File: src/sv/thq_pkg.sv
// Shared types, constants and helper functions for the terrain height query block.
`timescale 1ns / 1ps

package thq_pkg;

	// Grid geometry and storage.
	localparam int MAX_GRID_DIM = 256;
	localparam int STORE_DEPTH  = MAX_GRID_DIM * MAX_GRID_DIM;
	localparam int ADDR_W       = $clog2(STORE_DEPTH);
	localparam int DIM_W        = 9;
	localparam int POS_W        = 8;
	localparam int SAMPLE_W     = 8;
	localparam int GAIN_W       = 16;
	localparam int HGT_W        = 24;

	// Fixed-point formats.
	localparam int FRAC     = 8;
	localparam int Q_W      = 20;
	localparam int CX_W     = 21;
	localparam int CELL_W   = CX_W - FRAC;
	localparam int DIFF_W   = HGT_W + 1;
	localparam int WT_W     = CX_W + 1;
	localparam int PROD_W   = DIFF_W + WT_W;
	localparam int SUM_W    = PROD_W + 2;
	localparam int OUT_W    = 32;
	localparam int ONE_Q    = 1 << FRAC;
	localparam int ROUND_Q  = 1 << (FRAC - 1);

	// Queue between the front and back parts.
	localparam int QDEPTH  = 2;
	localparam int QPTR_W  = (QDEPTH > 1) ? $clog2(QDEPTH) : 1;
	localparam int QCNT_W  = $clog2(QDEPTH + 1);

	// Configuration register indexes.
	localparam int CFG_IDX_W = 2;
	localparam logic [CFG_IDX_W-1:0] REG_GRID_ROWS   = 2'd0;
	localparam logic [CFG_IDX_W-1:0] REG_GRID_COLS   = 2'd1;
	localparam logic [CFG_IDX_W-1:0] REG_HEIGHT_GAIN = 2'd2;
	localparam int CFG_DATA_W = 16;

	localparam logic [DIM_W-1:0]  GRID_DIM_RESET = DIM_W'(MAX_GRID_DIM);
	localparam logic [GAIN_W-1:0] GAIN_RESET     = 16'd13;

	// Request function codes.
	localparam logic FUNC_WRITE = 1'b0;
	localparam logic FUNC_QUERY = 1'b1;

	// Effective configuration, with grid sizes already clamped.
	typedef struct packed {
		logic [DIM_W-1:0]  rows;
		logic [DIM_W-1:0]  cols;
		logic [GAIN_W-1:0] gain;
	} cfg_t;

	// One classified request on its way from the front to the back.
	typedef struct packed {
		logic                   func;
		logic                   wr_ok;
		logic [ADDR_W-1:0]      addr;
		logic [HGT_W-1:0]       wdata;
		logic signed [CX_W-1:0] dx;
		logic signed [CX_W-1:0] dz;
	} entry_t;

	typedef enum logic [2:0] {
		B_IDLE,
		B_READ,
		B_WAIT,
		B_MUL,
		B_SUM
	} back_state_t;

	// Clamp a programmed grid dimension to the supported range.
	function automatic logic [DIM_W-1:0] dim_eff(input logic [DIM_W-1:0] d);
		logic [DIM_W-1:0] r;
		if (d < DIM_W'(2)) begin
			r = DIM_W'(2);
		end else if (d > DIM_W'(MAX_GRID_DIM)) begin
			r = DIM_W'(MAX_GRID_DIM);
		end else begin
			r = d;
		end
		return r;
	endfunction

endpackage

File: src/sv/thq_front.sv
// Front part: accepts requests, locates the query cell and forms store addresses.
`timescale 1ns / 1ps

module thq_front import thq_pkg::*; (
	input  logic                       clk,
	input  logic                       arst_n,
	input  cfg_t                       cfg,
	input  logic                       start,
	output logic                       busy,
	input  logic                       func,
	input  logic [POS_W-1:0]           sample_row,
	input  logic [POS_W-1:0]           sample_col,
	input  logic [SAMPLE_W-1:0]        sample_value,
	input  logic signed [Q_W-1:0]      query_x,
	input  logic signed [Q_W-1:0]      query_z,
	input  logic                       q_full,
	output logic                       push,
	output entry_t                     push_entry
);

	logic                   s1_valid_q;
	logic                   func_s1;
	logic [POS_W-1:0]       row_s1;
	logic [POS_W-1:0]       col_s1;
	logic [SAMPLE_W-1:0]    value_s1;
	logic signed [Q_W-1:0]  qx_s1;
	logic signed [Q_W-1:0]  qz_s1;

	logic                   s2_valid_q;
	logic                   func_s2;
	logic                   wr_ok_s2;
	logic [POS_W-1:0]       row_s2;
	logic [POS_W-1:0]       col_s2;
	logic [SAMPLE_W-1:0]    value_s2;
	logic signed [CX_W-1:0] dx_s2;
	logic signed [CX_W-1:0] dz_s2;

	logic s2_free;
	logic s1_move;
	logic accept;

	// Stage two drains into the queue; stage one moves when stage two has room.
	assign s2_free = !s2_valid_q || !q_full;
	assign s1_move = s1_valid_q && s2_free;
	assign busy    = s1_valid_q && !s2_free;
	assign accept  = start && !busy;
	assign push    = s2_valid_q && !q_full;

	// Stage one registers the request.
	always_ff @(posedge clk or negedge arst_n) begin
		if (!arst_n) begin
			s1_valid_q <= 1'b0;
		end else if (accept) begin
			s1_valid_q <= 1'b1;
		end else if (s1_move) begin
			s1_valid_q <= 1'b0;
		end
	end

	always_ff @(posedge clk) begin
		if (accept) begin
			func_s1  <= func;
			row_s1   <= sample_row;
			col_s1   <= sample_col;
			value_s1 <= sample_value;
			qx_s1    <= query_x;
			qz_s1    <= query_z;
		end
	end

	// Center the query on the grid, floor to a cell and clamp it.
	logic [POS_W-1:0]        cols_m1, rows_m1;
	logic [DIM_W-1:0]        col_hi, row_hi;
	logic signed [CX_W-1:0]  cx, cz;
	logic signed [CELL_W-1:0] col_raw, row_raw;
	logic [POS_W-1:0]        col_cl, row_cl;
	logic signed [CX_W-1:0]  dx, dz;
	logic                    wr_ok;

	always_comb begin
		cols_m1 = POS_W'(cfg.cols - DIM_W'(1));
		rows_m1 = POS_W'(cfg.rows - DIM_W'(1));
		col_hi  = cfg.cols - DIM_W'(2);
		row_hi  = cfg.rows - DIM_W'(2);
		cx = $signed({{(CX_W-POS_W-FRAC+1){1'b0}}, cols_m1, {(FRAC-1){1'b0}}})
			+ CX_W'(qx_s1);
		cz = $signed({{(CX_W-POS_W-FRAC+1){1'b0}}, rows_m1, {(FRAC-1){1'b0}}})
			- CX_W'(qz_s1);
		col_raw = cx[CX_W-1:FRAC];
		row_raw = cz[CX_W-1:FRAC];

		if (col_raw[CELL_W-1]) begin
			col_cl = '0;
		end else if (col_raw[CELL_W-2:0] > (CELL_W-1)'(col_hi)) begin
			col_cl = POS_W'(col_hi);
		end else begin
			col_cl = col_raw[POS_W-1:0];
		end

		if (row_raw[CELL_W-1]) begin
			row_cl = '0;
		end else if (row_raw[CELL_W-2:0] > (CELL_W-1)'(row_hi)) begin
			row_cl = POS_W'(row_hi);
		end else begin
			row_cl = row_raw[POS_W-1:0];
		end

		// Offsets inside the cell may leave [0, 1) once the cell is clamped.
		dx = cx - $signed({{(CX_W-POS_W-FRAC){1'b0}}, col_cl, {FRAC{1'b0}}});
		dz = cz - $signed({{(CX_W-POS_W-FRAC){1'b0}}, row_cl, {FRAC{1'b0}}});

		wr_ok = (DIM_W'(row_s1) < cfg.rows) && (DIM_W'(col_s1) < cfg.cols);
	end

	// Stage two holds the cell or sample position.
	always_ff @(posedge clk or negedge arst_n) begin
		if (!arst_n) begin
			s2_valid_q <= 1'b0;
		end else if (s2_free) begin
			s2_valid_q <= s1_move;
		end
	end

	always_ff @(posedge clk) begin
		if (s1_move) begin
			func_s2  <= func_s1;
			wr_ok_s2 <= wr_ok;
			row_s2   <= (func_s1 == FUNC_QUERY) ? row_cl : row_s1;
			col_s2   <= (func_s1 == FUNC_QUERY) ? col_cl : col_s1;
			value_s2 <= value_s1;
			dx_s2    <= dx;
			dz_s2    <= dz;
		end
	end

	// Linear store address and scaled sample.
	logic [POS_W+DIM_W-1:0] addr_full;

	always_comb begin
		addr_full = (POS_W+DIM_W)'(row_s2) * (POS_W+DIM_W)'(cfg.cols)
			+ (POS_W+DIM_W)'(col_s2);
		push_entry.func  = func_s2;
		push_entry.wr_ok = wr_ok_s2;
		push_entry.addr  = addr_full[ADDR_W-1:0];
		push_entry.wdata = HGT_W'(value_s2) * HGT_W'(cfg.gain);
		push_entry.dx    = dx_s2;
		push_entry.dz    = dz_s2;
	end

endmodule

File: config.mk
export PLATFORM = sky130hd
export DESIGN_NAME = thq_front
export DESIGN_NICKNAME = d
export VERILOG_FILES = /design/src/sv/thq_pkg.sv /design/src/sv/thq_front.sv
export SDC_FILE = /design/constraint.sdc
export NUM_CORES = 1
export LEC_CHECK = 0
export BUFFER_PORTS_ARGS = -buffer_cell sky130_fd_sc_hd__buf_2
export CAP_MARGIN = 15
export CELL_PAD_IN_SITES_DETAIL_PLACEMENT = 1
export CELL_PAD_IN_SITES_GLOBAL_PLACEMENT = 1
export CORE_MARGIN = 3
export CORE_UTILIZATION = 42
export DETAILED_ROUTE_END_ITERATION = 10
export GPL_ROUTABILITY_DRIVEN = 0
export PLACE_DENSITY = 0.76
export SYNTH_ARGS = -nofsm -noshare
export SYNTH_HDL_FRONTEND = slang
export SYNTH_SLANG_ARGS = --single-unit
File: constraint.sdc
create_clock -name clk -period 7.4 [get_ports clk]
set_input_delay 1.48 -clock clk [delete_from_list [all_inputs] [get_ports clk]]
set_output_delay 1.48 -clock clk [all_outputs]
set_load 0.02 [all_outputs]
Yosys cells after proc, flatten, opt, wreduce, memory -nomap -nowiden. Index checks and enable logic that the tools add are counted.

Bits in registers: 135. Latch bits: 0. Memory bits (writable): 0. ROM bits: 0. Input bits: 103. Output and inout port bits: 86. Memories kept: 0.

Add/subtract/negate cells: 9. $mul: 2. Div/mod/pow operators: 0. $lt $le $gt $ge: 4. Eq/ne operators: 0. Shift operators: 0. Mux-type cells: 8. Bitwise gates (word level): 0. Reductions and logical operators: 11.

Operators with widths (number): $mux 8 (6); $sub 21x17->21 (2); $gt 12x9->1 (2); $mul 8x16->24 (1); $add 16x20->21 (1); $sub 16x20->21 (1); $lt 8x9->1 (2); $sub 9x2->9 const B (2); $add 16x8->16 (1); $mul 8x9->16 (1); $sub 8x1->8 const B (2); $logic_and 1x1->1 (5); $logic_not 1->1 (4); $mux 1 (2); $reduce_bool 2->1 (1); $logic_or 1x1->1 (1).

Logic depth before layout (Yosys ltp).
Depth after elaboration: 7. Mapped depth: 34. Gate-level depth less buffers: 33.

Worst setup path before layout. OpenSTA, ideal clock, no wires.

Path kind: input -> output. From: input port cfg[0] in the netlist's numbering. To: output port push_entry[64] in the netlist's numbering. Arrival time: 5.927 ns. Data required time: 5.920 ns. Setup slack: -0.007 ns. Stages on the path: 17. Cells stage by stage: nand2_1 > fa_1 > fa_1 > inv_1 > fa_1 > fa_1 > ha_1 > a21o_1 > a21o_1 > a21oi_1 > o21ai_0 > a211oi_1 > o31ai_1 > o41a_1 > a21o_1 > a21oi_1 > xnor2_1.

RTL lines: start: declaration (RTL line thq_front.sv:7) `input cfg_t cfg,`; end: declaration (RTL line thq_front.sv:18) `output entry_t push_entry`.

==> results.sh <==
export IMPL_post_route_skew_ns=0.0163
export IMPL_floorplan_io_pins=189
export IMPL_synth_nets=1784
export IMPL_fin_crit_sh_pct=99.8
export IMPL_critical_path_peak_fanout=4
export IMPL_post_synth_main_area_contributors="edfxtp_1, fa_1, ha_1, inv_1, nand2_1"
export IMPL_run_status="completed"
export IMPL_postSynthRegisterBits=135
export IMPL_setup_worst_path_end_class="primary output"
export IMPL_gr_usage_all_layers_pct=24.2
export IMPL_worstHoldPathCells=0
export IMPL_rsz0062_at_grt="yes"
export IMPL_synth_most_common_cell="inv_1"
export IMPL_first_iter_violations=477
export IMPL_fin_util_pct=54.4
export IMPL_clkTransAtPathRegs_ns=0.07
export IMPL_numCtsBuffers=17
export IMPL_num_vias=11400
export IMPL_die_x_um=189
export IMPL_hold_ws_ns=0.422
export IMPL_grt_antenna_before_repair=4
export IMPL_synth_flop_type="edfxtp_1"
export IMPL_yosys_area_top_type="edfxtp_1"
export IMPL_grt_first_pass_wirelength_mm=67.5
export IMPL_detailed_place_hpwl_mm=33.1
export IMPL_grt_pass1_vias=12600
export IMPL_cts_sinks=135
export IMPL_crit_reg2reg_capture="dx_s2[18]"
export IMPL_cts_max_path_buffers=2
export IMPL_startpoint_type="primary input"
export IMPL_synthTopCellsByCount="inv_1, nand2_1, ha_1"
export IMPL_floorplan_initialDensity_pct=42.8
export IMPL_power_per_cell_area_nw_per_um2=353
export IMPL_tightest_slew_ns=1.00
export IMPL_cp_startpoint="cfg[2]"
export IMPL_core_area_um2=32800
export IMPL_postRouteAntennaNets=0
export IMPL_avgRoutedWirePerCell_um=19.3
export IMPL_synth_edff_count=133
export IMPL_design_final_nets=2127
export IMPL_slew_violations=0
export IMPL_synth_cell_types=76
export IMPL_yosys_area_share_xor_xnor_pct=5.99
export IMPL_final_hold_violation_count=0
export IMPL_combPwrFrac_pct=70.5
export IMPL_number_of_rows_created_at_floorplan=66
export IMPL_timing_critical_path_arrival_ns=5.91
export IMPL_peakVddDrop_uv=313
export IMPL_nFillCells=3704
export IMPL_worst_r2r_path_depth=28
export IMPL_leakagePower_nw=8.45
export IMPL_clock_fmax_ghz=0.135
export IMPL_placement_io_buffers=188
export IMPL_main_combinational_cell_family_by_area_after_synthesis="adder cells"
export IMPL_clockPowerShare_pct=13.4
export IMPL_synth_mux_area_fraction_pct=1.10
export IMPL_post_synth_and_or_nand_nor_area_fraction_pct=15.0
export IMPL_synth_cells=1396
export IMPL_timing_max_cap_violations=0
export IMPL_endpoint="push_entry[63]"
export IMPL_overflow=0
export IMPL_worst_path_required_time_ns=5.92
export IMPL_synth_yosys_seq_area_share_pct=28.8
export IMPL_layout_drive_gt1_share_pct=29.9
export IMPL_drt_drc_violations_left=0
export IMPL_avgViaCountPerCell=5.20
export IMPL_total_switching_power_mw=2.91
export IMPL_crit_reg2reg_launch="qx_s1[7]"
export IMPL_worst_hold_path_startpoint="qx_s1[6]"
export IMPL_pin_count_of_the_biggest_net_entering_global_routing=68
export IMPL_rel_slew_slack_pct=33.2
export IMPL_timing_hold_worst_class="flip-flop to flip-flop"
export IMPL_worst_skew_pair_late_latency_ns=0.45
export IMPL_synth_largest_type_area_fraction_pct=28.4
export IMPL_netlist_area_um2=14000
export IMPL_dr_pass1_iters=5
export IMPL_yosysWarnings=0
export IMPL_share_seq_of_total_power_pct=16.1
export IMPL_synth_compound_gate_area_share_pct=9.67
export IMPL_synth_fa_ha_area_share_pct=32.7
export IMPL_cts_root_buf="clkbuf_16"
export IMPL_routed_wirelength_mm=42.4
export IMPL_power_internal_mw=3.39
export IMPL_reg2reg_slack_ns=1.52
export IMPL_maximum_level_of_the_cts_h_tree=4
export IMPL_swShare_pct=46.2
export IMPL_syn_to_final_growth_pct=27.1
export IMPL_finalWorstPathRequiredPeriod_ns=7.39
export IMPL_syn_area_per_cell_um2=10.1
export IMPL_final_std_cell_area_no_fill_um2=17800
export IMPL_fp_dieH_um=189
export IMPL_setup_viol=0
export IMPL_critPathKind="primary input to primary output"
export IMPL_async_reset_ff_share_pct=1.48
export IMPL_area_enclosed_by_the_die_boundary_um2=35700
export IMPL_clock_tree_from_tritoncts="done"
export IMPL_placed_area_um2=16600
[layout by cell type, fill, tap and decap left out, types with 10 or more instances in the layout]
cell / netlist / layout
nand2b_1: 12 / 11
and2_1: 90 / 83
buf_6: 0 / 12
edfxtp_1: 133 / 133
a21o_1: 19 / 19
ha_1: 149 / 137
o21ai_1: 9 / 15
buf_2: 2 / 174
a21oi_1: 41 / 27
inv_1: 221 / 211
xor2_1: 23 / 23
nor2_1: 42 / 42
o211ai_1: 10 / 10
fa_2: 0 / 12
inv_2: 0 / 10
xnor2_1: 73 / 67
nand3_1: 17 / 16
fa_1: 136 / 124
clkbuf_16: 0 / 17
nand2_1: 180 / 171
nor3_1: 19 / 19
nor2b_1: 24 / 18
buf_4: 2 / 167
o21ai_0: 36 / 22
a21oi_2: 0 / 10
[logic make-up after synthesis]
family / after synthesis
fa+ha+maj: 285
flops: 135
xor+xnor: 96
compound gates: 193
mux: 14
simple gates: 420
buf+inv: 253
[power by group through the flow]
stage          clock, mW  combinational, mW  sequential, mW
4_1_cts            0.864               4.18            1.01
3_3_place_gp           0               3.72            1.02
5_1_grt            0.895               4.91            1.02
3_5_place_dp           0               3.87            1.03
2_1_floorplan          0               2.44            1.07
6_report           0.844               4.45            1.01
[layout make-up]
class / instances / area (um2) / area share, %
antenna: 2 / 5.00 / 0.0280
sequential: 135 / 4040 / 22.7
clock buffer: 18 / 429 / 2.41
multi-input combinational: 1008 / 9550 / 53.5
tap: 442 / 553 / 3.10
inverter: 221 / 830 / 4.65
timing repair buffer: 356 / 2300 / 12.9
clock inverter: 14 / 140 / 0.785
[what timing repair did]
item	in CTS	in global routing
buffers inserted	5	6
endpoints found under the setup margin	12	19
hold buffers	0	0
resized for setup	75	83
pin swaps	49	51
[state kept, by name (all words and copies together), names as in the netlist]
| signal | flops |
|---|---|
| func_s1 | 1 |
| dz_s2 | 21 |
| col_s2 | 8 |
| col_s1 | 8 |
| func_s2 | 1 |
| dx_s2 | 21 |
| row_s1 | 8 |
| wr_ok_s2 | 1 |
| value_s2 | 8 |
| qz_s1 | 20 |
| value_s1 | 8 |
| qx_s1 | 20 |
| row_s2 | 8 |
| s2_valid_q | 1 |
| s1_valid_q | 1 |
[through the flow]
| step | TNS [ns] | setup WS [ns] | power, mW | std cells |
|---|---|---|---|---|
| after floorplan | 0 | 0.00735 | 3.50 | 1396 |
| after global placement | -2.73 | -0.460 | 4.74 | 2151 |
| after detailed placement | -6.30 | -0.692 | 4.90 | 2151 |
| after CTS | -0.0695 | -0.0695 | 6.06 | 2188 |
| after global routing | -0.777 | -0.225 | 6.83 | 2196 |
| final | 0 | 0.0116 | 6.30 | 2196 |
[per-layer routing]
layer	vias to the layer above	part of all wire, %	global-route usage, %
li1	5314	-	-
met1	5749	42	30.2
met2	270	51	43.4
met3	84	4.1	3.93
met4	4	3.0	7.22
met5	-	0.080	0
[worst min-delay path by stage]
stage	to
final	dx_s2[6]
after global routing	value_s2[5]
after CTS	value_s2[4]
after detailed placement	value_s2[4]
after global placement	value_s2[3]
after floorplan	dx_s2[0]
[worst max-delay path, cell delays in order]
cell	delay (ns)
buf_8	0.09
buf_4	0.13
and2_1	0.15
fa_2	0.20
inv_2	0.04
fa_1	0.54
inv_2	0.05
fa_2	0.58
fa_2	0.46
ha_4	0.31
o21ai_1	0.09
buf_4	0.17
a21oi_4	0.17
o31ai_4	0.07
a211oi_2	0.30
a41oi_2	0.21
a21oi_2	0.20
a41oi_2	0.15
nor2b_4	0.17
xnor2_2	0.15
buf_4	0.18
Power figures use the tool's default switching activity.
