`src/sv/thq_pkg.sv`:
```
// Shared types, constants and helper functions for the terrain height query block.
`timescale 1ns / 1ps

package thq_pkg;

	// Grid geometry and storage.
	localparam int MAX_GRID_DIM = 256;
	localparam int STORE_DEPTH  = MAX_GRID_DIM * MAX_GRID_DIM;
	localparam int ADDR_W       = $clog2(STORE_DEPTH);
	localparam int DIM_W        = 9;
	localparam int POS_W        = 8;
	localparam int SAMPLE_W     = 8;
	localparam int GAIN_W       = 16;
	localparam int HGT_W        = 24;

	// Fixed-point formats.
	localparam int FRAC     = 8;
	localparam int Q_W      = 20;
	localparam int CX_W     = 21;
	localparam int CELL_W   = CX_W - FRAC;
	localparam int DIFF_W   = HGT_W + 1;
	localparam int WT_W     = CX_W + 1;
	localparam int PROD_W   = DIFF_W + WT_W;
	localparam int SUM_W    = PROD_W + 2;
	localparam int OUT_W    = 32;
	localparam int ONE_Q    = 1 << FRAC;
	localparam int ROUND_Q  = 1 << (FRAC - 1);

	// Queue between the front and back parts.
	localparam int QDEPTH  = 2;
	localparam int QPTR_W  = (QDEPTH > 1) ? $clog2(QDEPTH) : 1;
	localparam int QCNT_W  = $clog2(QDEPTH + 1);

	// Configuration register indexes.
	localparam int CFG_IDX_W = 2;
	localparam logic [CFG_IDX_W-1:0] REG_GRID_ROWS   = 2'd0;
	localparam logic [CFG_IDX_W-1:0] REG_GRID_COLS   = 2'd1;
	localparam logic [CFG_IDX_W-1:0] REG_HEIGHT_GAIN = 2'd2;
	localparam int CFG_DATA_W = 16;

	localparam logic [DIM_W-1:0]  GRID_DIM_RESET = DIM_W'(MAX_GRID_DIM);
	localparam logic [GAIN_W-1:0] GAIN_RESET     = 16'd13;

	// Request function codes.
	localparam logic FUNC_WRITE = 1'b0;
	localparam logic FUNC_QUERY = 1'b1;

	// Effective configuration, with grid sizes already clamped.
	typedef struct packed {
		logic [DIM_W-1:0]  rows;
		logic [DIM_W-1:0]  cols;
		logic [GAIN_W-1:0] gain;
	} cfg_t;

	// One classified request on its way from the front to the back.
	typedef struct packed {
		logic                   func;
		logic                   wr_ok;
		logic [ADDR_W-1:0]      addr;
		logic [HGT_W-1:0]       wdata;
		logic signed [CX_W-1:0] dx;
		logic signed [CX_W-1:0] dz;
	} entry_t;

	typedef enum logic [2:0] {
		B_IDLE,
		B_READ,
		B_WAIT,
		B_MUL,
		B_SUM
	} back_state_t;

	// Clamp a programmed grid dimension to the supported range.
	function automatic logic [DIM_W-1:0] dim_eff(input logic [DIM_W-1:0] d);
		logic [DIM_W-1:0] r;
		if (d < DIM_W'(2)) begin
			r = DIM_W'(2);
		end else if (d > DIM_W'(MAX_GRID_DIM)) begin
			r = DIM_W'(MAX_GRID_DIM);
		end else begin
			r = d;
		end
		return r;
	endfunction

endpackage

```
`src/sv/thq_fifo.sv`:
```
// Short request queue that decouples the front part from the back part.
`timescale 1ns / 1ps

module thq_fifo import thq_pkg::*; (
	input  logic   clk,
	input  logic   arst_n,
	input  logic   push,
	input  entry_t push_entry,
	input  logic   pop,
	output entry_t head,
	output logic   full,
	output logic   empty
);

	entry_t            slot_q [QDEPTH];
	logic [QPTR_W-1:0] wr_ptr_q, rd_ptr_q;
	logic [QCNT_W-1:0] count_q;

	assign full  = (count_q == QCNT_W'(QDEPTH));
	assign empty = (count_q == '0);
	assign head  = slot_q[rd_ptr_q];

	function automatic logic [QPTR_W-1:0] ptr_next(input logic [QPTR_W-1:0] p);
		return (p == QPTR_W'(QDEPTH - 1)) ? '0 : p + QPTR_W'(1);
	endfunction

	// Pointers and fill count.
	always_ff @(posedge clk or negedge arst_n) begin
		if (!arst_n) begin
			wr_ptr_q <= '0;
			rd_ptr_q <= '0;
			count_q  <= '0;
		end else begin
			if (push) begin
				wr_ptr_q <= ptr_next(wr_ptr_q);
			end
			if (pop) begin
				rd_ptr_q <= ptr_next(rd_ptr_q);
			end
			if (push && !pop) begin
				count_q <= count_q + QCNT_W'(1);
			end else if (pop && !push) begin
				count_q <= count_q - QCNT_W'(1);
			end
		end
	end

	// Entry storage.
	always_ff @(posedge clk) begin
		if (push) begin
			slot_q[wr_ptr_q] <= push_entry;
		end
	end

endmodule

```
`config.mk`:
```
export PLATFORM = sky130hd
export DESIGN_NAME = thq_fifo
export DESIGN_NICKNAME = d
export VERILOG_FILES = /design/src/sv/thq_pkg.sv /design/src/sv/thq_fifo.sv
export SDC_FILE = /design/constraint.sdc
export NUM_CORES = 1
export LEC_CHECK = 0
export ABC_AREA = 1
export BUFFER_PORTS_ARGS = -buffer_cell sky130_fd_sc_hd__clkbuf_2
export CORE_MARGIN = 2
export CORE_UTILIZATION = 40
export CTS_CLUSTER_DIAMETER = 40
export DETAILED_ROUTE_END_ITERATION = 12
export GPL_TIMING_DRIVEN = 0
export HOLD_SLACK_MARGIN = 0.05
export PLACE_DENSITY = 0.66
export SYNTH_ARGS = -nofsm -noshare
export SYNTH_HDL_FRONTEND = slang
export SYNTH_SLANG_ARGS = --single-unit
export TNS_END_PERCENT = 50
```
`constraint.sdc`:
```
create_clock -name clk -period 9.1 [get_ports clk]
set_input_delay 0.91 -clock clk [delete_from_list [all_inputs] [get_ports clk]]
set_output_delay 0.91 -clock clk [all_outputs]
set_load 0.01 [all_outputs]
```
# After elaboration in Yosys (flattened, before gate mapping)
# Memory sizes are Yosys's and may differ from the RTL's.
# Cells that the tools add are included.
# totals
ff_bits	4
mem_bits_rw	168
input_bits	88
mem_count	1
# mem_list
memory	depth	width	read_ports	rd_clocked_by_memory_dff	write_ports	line_no	rtl
slot_q	2	84	1	0	1	thq_fifo.sv:15	entry_t slot_q [QDEPTH];
# classes
n_addsub	4
n_eq_ne	1
n_mux	6
n_reduce_logical	6
# ops
operator	count
1-bit 2-to-1 mux	4
2-bit 2-to-1 mux	2
1-bit adder, second input constant	2
2-bit by 1-bit adder with 2-bit output, second input constant	1
2-bit equality test, second input constant	1
1-bit logical AND	2
1-bit logical NOT	2
2-bit logical NOT	1
2-bit nonzero test	1
2-bit by 1-bit subtractor with 2-bit output, second input constant	1

# Logic depth before layout (Yosys ltp)
# Gate-level depths: netlist of the first run.
# depth
depth_word	4
ltp_mapped	7
depth_no_buf	7

# Worst setup path before layout of the first run
# OpenSTA, ideal clock, no wires.
# synth_timing
path_kind	input to register
start	input push
end	memory slot_q[0][0] (netlist bit) (enable)
setup_ns	0.529
arrival_ns	4.468
t_required_ns	8.571
setup_slack_ns	4.102
stages	2
path_buffers	0
path_cell_list	inv_1 nor2_1
# synth_via
elab_chain_cells	2
# synth_lines
item	line_no	rtl
start, declared	thq_fifo.sv:7	input logic push,
1-bit 2-to-1 mux	thq_fifo.sv:50	if (push) begin
1-bit 2-to-1 mux (implied by the code)	thq_fifo.sv:51	slot_q[wr_ptr_q] <= push_entry;
end, declared	thq_fifo.sv:15	
# Every way passes these cells.

==> implementation parameters, run 1 <==
Parameter                              Value

Clock network
  Maximum buffer depth of the clock tree    2
  Hold buffer count at cts    0
  Clk root buf    sky130_fd_sc_hd__clkbuf_16
  Clock sinks    ~170
  Register clock-pin slew on the reported worst setup and hold paths    around 60 ps
  Clk_lat worst skew    between 400 and 500 ps
  CTS tree    yes
  H-tree lvl count    4
  CTS-repair resized insts    0
  TritonCTS Buffers    17
  Post CTS Setup Buffer Count    0

Timing
  Final setup violation count    0
  Max-slew violations    0
  Min Clock Period, post-route    2660 ps
  Sum of negative setup slack    0 ps
  Final Hold Viols    0
  Transition at the pin with the smallest max-transition slack    900 ps
  Final cycle utilization of the critical path    29.2%
  Clock Skews    ~5.4 ps
  RSZ-0062 raised after global routing    false
  Tightest slew margin relative to the limit    about two fifths
  Peak Freq    377 MHz
  Worst-case setup margin in the final layout    6440 ps

Run
  Max_cap viols    0

Synthesis
  Cell accounting for the most synthesized area    sky130_fd_sc_hd__edfxtp_1
  Commonest cells post-synth    sky130_fd_sc_hd__edfxtp_1, sky130_fd_sc_hd__mux2_1, sky130_fd_sc_hd__mux2_2
  Fraction of the yosys area taken by sequential cells    about four fifths
  Post-synth net total    375
  Synthesis Warnings    0
  Number of instances in the synthesized netlist    roughly 290
  Commonest register cell after synthesis    sky130_fd_sc_hd__edfxtp_1
  Count leader, synth    sky130_fd_sc_hd__edfxtp_1
  Synth Register Bits    ~170
  Biggest area contributors in the synthesized netlist    sky130_fd_sc_hd__edfxtp_1, sky130_fd_sc_hd__mux2_1, sky130_fd_sc_hd__mux2_2
  Yosys cell types    15
  Area share of the largest cell type after synthesis    80.4%
  EDFF count, synth    168
  Fraction of registers with async set or reset after synthesis    between 2 and 2.5%
  Post-synthesis instance area    6280 sq um
  Mean post-synth cell area    about 22 sq um

Final layout
  Post-synthesis to final-layout area growth    28.7%
  Layout filler cell count    1244
  Share of layout cells above drive strength 1    50.6%
  Non-filler instance count after layout    a little over 700
  Antenna cells    0
  Nets    570

Floorplanning
  Die boundary width    129 um
  Die height    129 um
  Die Outline Area    16700 sq um
  Area of the core region    15300 sq um
  Rows    45
  I/O pin total    174
  Initial cell density of the core    41.1%

Worst setup path
  Termination of the worst setup path    head[21]
  Req. time, crit path    8190 ps
  Path type of the worst setup path    flop to output pin
  Critical path peak fanout    10
  R2R setup slack    approximately 7300 ps
  Worst setup SP type    flop
  Number of cell instances on the worst register-to-register path    2
  Critical path endpoint category    output pin
  Arr. time, crit path    ~1800 ps
  Beginning of the worst register-to-register path    wr_ptr_q
  Capturing point of the worst reg2reg path    slot_q[0][68]
  Critical path origin    rd_ptr_q

Pwr
  Pwr per Cell Area    309 nW/um^2
  Leakage component of the power    3.12 nW
  Worst vdd ir    152 uV

Global route
  Remaining global-route overflow    0
  All-Layer GR Usage    approximately 14%
  Largest net degree at the start of global routing    60
  Global-route wire length before repair    16800 um
  Vias in the first global route    around 3400
  Antenna violations before repair    0

Routing
  Iteration-0 DRC count of the detailed router    between 100 and 150
  Vias after detailed routing    3206
  Count of antenna-violating nets left after detailed routing    0
  Detailed Route WL    11200 um
  Avg Vias per Cell    4.55
  Residual DRC    0
  Routed wire per std cell    around 16 um
  Detailed Routing Iterations Pass 1    4

Status
  Outcome    completed

Min path
  Path class of the lowest-slack min-delay path    primary input to asynchronous set/reset pin

Placed design
  Placer's final routability congestion estimate    0.698
  # placed instances    just under 700
  Pre-CTS setup slack    6610 ps
  Detailed placer's ending HPWL    about 7400 um
  Count of input and output buffers    173
## final cells by class
type                            count  area (sq um)  share of cell area [%]
Clock buffer                       17           425                    5.26
Multi-Input combinational cell     98          1030                    12.8
Buffer                              9          78.8                   0.976
Inverter                            7          28.8                   0.356
Sequential cell                   172          5140                    63.7
Tap cell                          211           264                    3.27
Clock inverter                     15           171                    2.12
Timing Repair Buffer              176           933                    11.6
## metal layers
layer / global-route usage, % / part of all wire (%) / up-vias
met4: 5.05 / 1.6 / 0
li1: - / - / 1508
met2: 22.8 / 49 / 117
met5: 0 / 0 / -
met3: 6.03 / 8.3 / 13
met1: 15.3 / 41 / 1568
## placed cells by master, fill, tap and decap left out, drive strengths merged, types with 2 or more instances in the layout
| cell type | netlist | final |
|---|---|---|
| buf | 9 | 12 |
| bufinv | 0 | 3 |
| clkbuf | 0 | 190 |
| clkinv | 0 | 8 |
| dfrtp | 4 | 4 |
| edfxtp | 168 | 168 |
| inv | 7 | 10 |
| mux2 | 84 | 84 |
| nand2 | 5 | 5 |
| nor2 | 3 | 3 |
| xor2 | 2 | 2 |
## critical path: stages, from the launching register on
cell and delay [ps]:
sky130_fd_sc_hd__dfrtp_1 400, sky130_fd_sc_hd__buf_4 260, sky130_fd_sc_hd__buf_6 190, sky130_fd_sc_hd__mux2_1 350
sky130_fd_sc_hd__clkbuf_2 140
## through the flow
| step | hold slack (ps) | power (mW) | util, % | area [sq um] |
|---|---|---|---|---|
| after global routing | 275 | 2.63 | 53.0 | 8080 |
| after global placement | 476 | 1.80 | 48.5 | 7410 |
| after detailed placement | 511 | 1.81 | 49.0 | 7480 |
| after floorplan | 463 | 1.53 | - | 6280 |
| final | 300 | 2.50 | 53.0 | 8080 |
| after CTS | 279 | 2.54 | 53.0 | 8080 |
## power by group
| part | internal (mW) | switching [mW] | total [mW] | leakage, nW |
|---|---|---|---|---|
| combinational | 0.308 | 0.379 | 0.687 | 1.21 |
| sequential | 1.05 | 0.0370 | 1.09 | 1.62 |
| clock | 0.432 | 0.290 | 0.722 | 0.291 |
## sequential cells by signal, summed over array words and instances, names as in the netlist
signal and cells:
count_q 2, rd_ptr_q 1, slot_q 168, wr_ptr_q 1
## cell families (layout without fill, tap and decap cells)
kind of cell,count (synthesis),count (layout),share of synthesized area (%)
XOR/XNOR,3,3,0.419
adder cells (fa/ha/maj),1,1,0.199
buffers and inverters,16,224,1.67
flip-flops,172,172,82.0
multiplexers,84,84,15.1
AND/OR/NAND/NOR,10,10,0.658
## worst min path at each step
stage / from / end / depth (start not counted)
final: arst_n / count_q[0] / 1
after CTS: arst_n / wr_ptr_q / 1
after detailed placement: count_q[1] / count_q[1] / 2
after floorplan: count_q[1] / count_q[1] / 2
after global placement: wr_ptr_q / wr_ptr_q / 1
after global routing: arst_n / wr_ptr_q / 1
Power figures use the tool's default switching activity.
==> run 2: changes to the inputs <==
==> constraint.sdc (replaced) <==
create_clock -name clk -period 2.5 [get_ports clk]
set_input_delay 0.25 -clock clk [delete_from_list [all_inputs] [get_ports clk]]
set_output_delay 0.25 -clock clk [all_outputs]
set_load 0.01 [all_outputs]
==> run 2 against run 1 <==
Critical path depth unchanged; die area unchanged; power rose to 3.6 times the previous value; sequential cell count unchanged; global-route usage up 1.8 points; sequential power rose to 3.6 times the previous value; register-to-register slack worse by 6700 ps; wire length up 12%; largest cell class unchanged.
==> implementation parameters, run 2 (synthesis results as in run 1) <==
Parameter                              Value

Global route
  Layer carrying the most global-route usage    met2
  Remaining global-route overflow    0 (unchanged)
  Met1 demand-to-capacity share in global routing    17.9% (+2.5 points)
  Vias in the first global route    3883 (+14%)
  Largest net degree at the start of global routing    44 (-27%)
  Antenna violations before repair    0 (unchanged)
  Global Route met3 Usage    6.19% (+0.17 points)
  All-Layer GR Usage    15.4% (+1.8 points)
  Global-route track usage on met2    26.0% (+3.3 points)
  Global-route wire length before repair    19200 um (+14%)

Worst setup path
  Path type of the worst setup path    flop to output pin
  Req. time, crit path    2250 ps (-5940 ps)
  Worst setup SP type    flop
  Critical path endpoint category    output pin
  Arr. time, crit path    1730 ps (-20 ps)
  Critical path peak fanout    10 (unchanged)

Routing
  Count of antenna-violating nets left after detailed routing    0 (unchanged)
  Vias after detailed routing    3584 (+12%)
  Iteration-0 DRC count of the detailed router    215 (+72%)
  Routed wire per std cell    15.9 um (+0.25%)
  Detailed Routing Iterations Pass 1    7 (+3)
  Detailed Route WL    12500 um (+12%)
  Residual DRC    0 (unchanged)
  Avg Vias per Cell    4.54 (-0.24%)

Timing
  Clock Skews    5.83 ps (+0.403 ps)
  Final setup violation count    0 (unchanged)
  Final cycle utilization of the critical path    79.1%
  Peak Freq    roughly 510 MHz
  Tightest slew margin relative to the limit    36.1% (-3.7 points)
  Max-slew violations    0 (unchanged)
  Min Clock Period, post-route    1980 ps
  Transition at the pin with the smallest max-transition slack    956 ps (+55.7 ps)
  RSZ-0062 raised after global routing    false
  Final Hold Viols    0 (unchanged)

Clock network
  Clk_lat worst skew    410 ps (about the same)
  Clk root buf    sky130_fd_sc_hd__clkbuf_16
  CTS tree    yes
  Clock sinks    172 (unchanged)
  TritonCTS Buffers    17 (unchanged)
  Maximum buffer depth of the clock tree    2 (unchanged)
  H-tree lvl count    4 (unchanged)
  Post CTS Setup Buffer Count    0 (unchanged)
  Register clock-pin slew on the reported worst setup and hold paths    60 ps (about the same)

Final layout
  Nets    656 (+15%)
  Multi-input gate area in the final layout    1030 sq um (unchanged)
  Max FFs per register    168 (unchanged)
  Most common library cell in the layout ignoring fill and taps    sky130_fd_sc_hd__clkbuf_2
  Sequential Area    5140 sq um (unchanged)
  Most frequent cells in the layout    sky130_fd_sc_hd__clkbuf_2, sky130_fd_sc_hd__edfxtp_1, sky130_fd_sc_hd__dlygate4sd3_1, sky130_fd_sc_hd__mux2_1, sky130_fd_sc_hd__mux2_2
  Largest regs    slot_q: 168 flops, count_q: 2 flops
  Post-synthesis to final-layout area growth    41.8%
  Share of layout cells above drive strength 1    42.7% (-7.9 points)
  Non-filler instance count after layout    790 (+12%)
  Largest Register    slot_q
  Layout filler cell count    1154 (-7.2%)
  Antenna cells    0 (unchanged)

Floorplanning
  Area of the core region    15300 sq um (unchanged)
  I/O pin total    174 (unchanged)
  Die boundary width    129 um (unchanged)
  Die height    129 um (unchanged)
  Initial cell density of the core    41.1% (unchanged)
  Rows    45 (unchanged)
  Die Outline Area    16700 sq um (unchanged)

Pwr
  Clock network fraction of total power    27.2% (-1.7 points)
  Worst vdd ir    538 uV (+250%)
  Combinational cell fraction of total power    29.2% (+1.7 points)
  Final total power    9.08 mW (+260%)
  Net switching component of the power    2.59 mW (+270%)
  Sequential Power Share    43.7% (about the same)
  Leakage component of the power    3.46 nW (+11%)
  Internal Dissipation    6.49 mW (+260%)
  Net Sw Frac    28.5% (+0.25 points)
  Pwr per Cell Area    1020 nW/um^2 (+230%)

Min path
  Path class of the lowest-slack min-delay path    primary input to flop

Placed design
  # placed instances    673 (unchanged)
  Count of input and output buffers    173 (unchanged)
  Detailed placer's ending HPWL    8000 um (+7.9%)
  Placer's final routability congestion estimate    0.691 (-1.0%)

Run
  Max_cap viols    0 (unchanged)

Status
  Outcome    completed
## run 2: what timing repair did
action / 4_1_cts / 5_1_grt
hold buffers: 86 / 0
setup endpoints to repair: 0 / 0
hold endpoints to repair: 173 / 0
resized for setup: 0 / 0
## run 2: worst paths after layout
path | startpoint | to | slack, ps | cells after the start
worst max-delay path | rd_ptr_q | head[18] | 520 | 4
worst min-delay path | push | wr_ptr_q | 100 | 2
worst max register to register | wr_ptr_q | slot_q[0][40] | 670 | 2
worst min register to register | count_q[1] | count_q[1] | 540 | 2
max in group asynchronous | arst_n | rd_ptr_q | 2180 | 2
min in group asynchronous | arst_n | count_q[1] | 190 | 2
## run 2: power groups by stage
stage / logic (mW) / registers [mW] / clock network, mW
after floorplan: 1.54 / 4.00 / 0
after global placement: 2.47 / 4.04 / 0
after detailed placement: 2.58 / 4.02 / 0
after CTS: 2.70 / 3.97 / 2.53
after global routing: 2.88 / 4.02 / 2.65
final: 2.65 / 3.97 / 2.47
## run 2: cell type report
class / count / share of cell area, %
buffer: 9 / 0.886
sequential: 172 / 57.8
multi-input combinational: 98 / 11.6
inverter: 7 / 0.323
timing repair buffer: 262 / 20.2
clock inverter: 12 / 1.38
tap: 211 / 2.97
clock buffer: 19 / 4.86
## run 2: metrics by stage
step	area [sq um]	setup WS [ps]	TNS (ps)	hold slack (ps)	util, %
global route	8900	419	0	92.2	58.3
detailed placement	7480	664	0	66.6	49.0
CTS	8900	476	0	78.2	58.3
global placement	7410	-918	-96980	62.4	48.6
floorplan	6280	-36.4	-3060	-45.6	-
finish	8900	521	0	98.4	58.3
## run 2: worst max-delay path: stages (launching register included)
cell and delay, ps:
sky130_fd_sc_hd__dfrtp_1 390, sky130_fd_sc_hd__buf_4 250, sky130_fd_sc_hd__buf_6 190, sky130_fd_sc_hd__mux2_1 340, sky130_fd_sc_hd__clkbuf_2 150
## run 2: per-layer routing
layer | routed length, um | vias to the layer above
li1 | - | 1683
met5 | 0 | -
met3 | 966 | 10
met4 | 114 | 0
met1 | 5150 | 1750
met2 | 6310 | 141
==> run 3: changes to the inputs <==
--- a/config.mk
+++ b/config.mk
@@ -13,7 +13,7 @@
 export DETAILED_ROUTE_END_ITERATION = 12
 export GPL_TIMING_DRIVEN = 0
 export HOLD_SLACK_MARGIN = 0.05
-export PLACE_DENSITY = 0.66
+export PLACE_DENSITY = 0.68
 export SYNTH_ARGS = -nofsm -noshare
 export SYNTH_HDL_FRONTEND = slang
 export SYNTH_SLANG_ARGS = --single-unit
==> constraint.sdc (replaced) <==
create_clock -name clk -period 1.8 [get_ports clk]
set_input_delay 0.18 -clock clk [delete_from_list [all_inputs] [get_ports clk]]
set_output_delay 0.18 -clock clk [all_outputs]
set_load 0.01 [all_outputs]
==> run 3 against run 2 <==
The run now ends with negative setup slack left; clock power increased by 38%; non-clock buffer count is 10 higher; power increased by 42%; wire length shrank 2.5%; utilization rose by 0.99 points; setup slack worse by 520 ps; design area increased by 1.7%; die area stayed put; clock-buffer cell count down 2; critical path depth did not move.
==> implementation parameters, run 3 (synthesis results as in run 1) <==
Parameter                              Value

Final layout
  Layout filler cell count    1164 (+0.87%)
  Multi-input gate area in the final layout    1050 sq um (+1.3%)
  Most common library cell in the layout ignoring fill and taps    sky130_fd_sc_hd__clkbuf_2
  Share of layout cells above drive strength 1    44.2% (+1.6 points)
  Core occupancy in the finished layout    59.3% (+0.99 points)
  Largest regs    slot_q: 168 flops, count_q: 2 flops
  Sequential Area    5150 sq um (about the same)
  Post-synthesis to final-layout area growth    44.2%
  Largest Register    slot_q
  Antenna cells    0 (unchanged)
  Non-filler instance count after layout    801 (+1.4%)
  Nets    666 (+1.5%)
  Most frequent cells in the layout    sky130_fd_sc_hd__clkbuf_2, sky130_fd_sc_hd__edfxtp_1, sky130_fd_sc_hd__dlygate4sd3_1, sky130_fd_sc_hd__mux2_1, sky130_fd_sc_hd__mux2_2
  Final cell area excluding filler cells    9050 sq um (+1.7%)
  Max FFs per register    168 (unchanged)

Worst setup path
  Arr. time, crit path    1620 ps (-110 ps)
  Req. time, crit path    1620 ps (-630 ps)
  Critical path endpoint category    output pin
  Critical path peak fanout    10 (unchanged)
  Worst setup SP type    flop
  Path type of the worst setup path    flop to output pin

Floorplanning
  Die height    129 um (unchanged)
  Rows    45 (unchanged)
  Die boundary width    129 um (unchanged)
  Area of the core region    15300 sq um (unchanged)
  Die Outline Area    16700 sq um (unchanged)
  I/O pin total    174 (unchanged)
  Initial cell density of the core    41.1% (unchanged)

Global route
  Vias in the first global route    3821 (-1.6%)
  All-Layer GR Usage    14.9% (-0.46 points)
  Largest net degree at the start of global routing    38 (-14%)
  Global-route wire length before repair    18700 um (-2.7%)
  Antenna violations before repair    0 (unchanged)
  Remaining global-route overflow    0 (unchanged)

Routing
  Routed wire per std cell    15.3 um (-3.8%)
  Residual DRC    0 (unchanged)
  Detailed Route WL    12200 um (-2.5%)
  Iteration-0 DRC count of the detailed router    142 (-34%)
  Count of antenna-violating nets left after detailed routing    0 (unchanged)
  Detailed Routing Iterations Pass 1    6 (-1)
  Wire length on met1    4840 um (-6.0%)
  Avg Vias per Cell    4.47 (-1.5%)
  Wire length on met2    6470 um (+2.6%)
  Routed length on met3    775 um (-20%)
  Vias after detailed routing    3581 (-0.084%)
  Highest layer used for signal routing    met4

Min path
  Path class of the lowest-slack min-delay path    primary input to asynchronous set/reset pin

Clock network
  Clk_lat worst skew    410 ps (about the same)
  Clock sinks    172 (unchanged)
  TritonCTS Buffers    17 (unchanged)
  H-tree lvl count    4 (unchanged)
  Maximum buffer depth of the clock tree    2 (unchanged)
  Register clock-pin slew on the reported worst setup and hold paths    60 ps (about the same)
  CTS tree    yes
  Clk root buf    sky130_fd_sc_hd__clkbuf_16

Pwr
  Clock network fraction of total power    26.6% (-0.6 points)
  Pwr per Cell Area    1420 nW/um^2 (+39%)
  Net switching component of the power    3.63 mW (+40%)
  Final total power    12.9 mW (+42%)
  Sequential Power Share    42.9% (-0.8 points)
  Internal Dissipation    9.23 mW (+42%)
  Net Sw Frac    28.2% (-0.28 points)
  Leakage component of the power    3.52 nW (+2.0%)
  Worst vdd ir    867 uV (+61%)
  Combinational cell fraction of total power    30.5% (+1.3 points)

Placed design
  Placer's final routability congestion estimate    0.695 (+0.61%)
  Pre-CTS setup slack    93.8 ps (-570 ps)
  Count of input and output buffers    173 (unchanged)
  Detailed placer's ending HPWL    7710 um (-3.6%)
  Instance area after placement    7530 sq um (+0.59%)
  # placed instances    675 (+0.30%)

Timing
  Sum of negative setup slack    -3.13 ps (-3.13 ps)
  RSZ-0062 raised after global routing    true
  Clock Skews    4.08 ps (-1.76 ps)
  Max-slew violations    0 (unchanged)
  Final cycle utilization of the critical path    100%
  Worst hold margin    126 ps (+27.2 ps)
  Transition at the pin with the smallest max-transition slack    563 ps (-392 ps)
  Worst-case setup margin in the final layout    -1.58 ps (-523 ps)
  Final Hold Viols    0 (unchanged)
  Min Clock Period, post-route    1800 ps
  Final setup violation count    2 (+2)
  Tightest slew margin relative to the limit    62.4% (+26 points)
  Peak Freq    about 560 MHz

Status
  Outcome    finished with violations
  Violated checks    negative setup slack

Run
  Max_cap viols    0 (unchanged)
## run 3: cell types whose count changed in the layout (fill, tap and decap cells not counted), moves of 2 or more
cell,previous run,this run
sky130_fd_sc_hd__buf_12,2,5
sky130_fd_sc_hd__buf_4,1,7
sky130_fd_sc_hd__buf_6,5,0
sky130_fd_sc_hd__buf_8,0,5
sky130_fd_sc_hd__clkbuf_1,2,0
sky130_fd_sc_hd__clkinv_1,3,6
sky130_fd_sc_hd__clkinvlp_4,2,5
sky130_fd_sc_hd__mux2_1,50,47
sky130_fd_sc_hd__mux2_4,0,3
## run 3: critical path: stages (launching register included)
cell and delay, ps:
sky130_fd_sc_hd__dfrtp_2 440, sky130_fd_sc_hd__buf_12 160, sky130_fd_sc_hd__buf_8 140, sky130_fd_sc_hd__mux2_1 330
sky130_fd_sc_hd__clkbuf_2 140
## run 3: power groups by stage
stage                     Clock, mW  Sequential [mW]  Combinational, mW
after detailed placement          0             5.59               3.62
after floorplan                   0             5.55               2.14
final                          3.42             5.52               3.92
after global routing           3.67             5.59               4.25
after CTS                      3.51             5.52               3.93
after global placement            0             5.60               3.41
## run 3: worst paths after layout
check | start | to | slack, ps | depth (start not counted)
setup / recovery | rd_ptr_q | head[22] | -2 | 4
hold / removal | arst_n | count_q[1] | 130 | 2
setup reg to reg | wr_ptr_q | slot_q[1][10] | 110 | 3
hold reg to reg | count_q[1] | count_q[1] | 510 | 2
max in group asynchronous | arst_n | rd_ptr_q | 1540 | 2
min in group clk | push_entry[60] | slot_q[1][60] | 500 | 2
## run 3: layer usage
metal | track usage (%) | vias to the layer above
li1 | - | 1702
met1 | 16.8 | 1748
met2 | 26.4 | 120
met3 | 4.71 | 11
met4 | 6.01 | 0
met5 | 0 | -
## run 3: area by class of cell
type                       instances  area share (%)
buffer                             9            1.22
sequential                       172            56.9
clock buffer                      17            4.70
inverter                           7           0.332
tap                              211            2.92
timing repair buffer             272            21.0
multi-input combinational         98            11.6
clock inverter                    15            1.45
## run 3: timing repair
item / CTS / global route
pin swaps: 0 / 1
setup buffers: 2 / 5
endpoints found under the hold margin: 174 / 0
hold buffers: 87 / 0
gates resized for setup: 11 / 2
setup endpoints to repair: 70 / 109
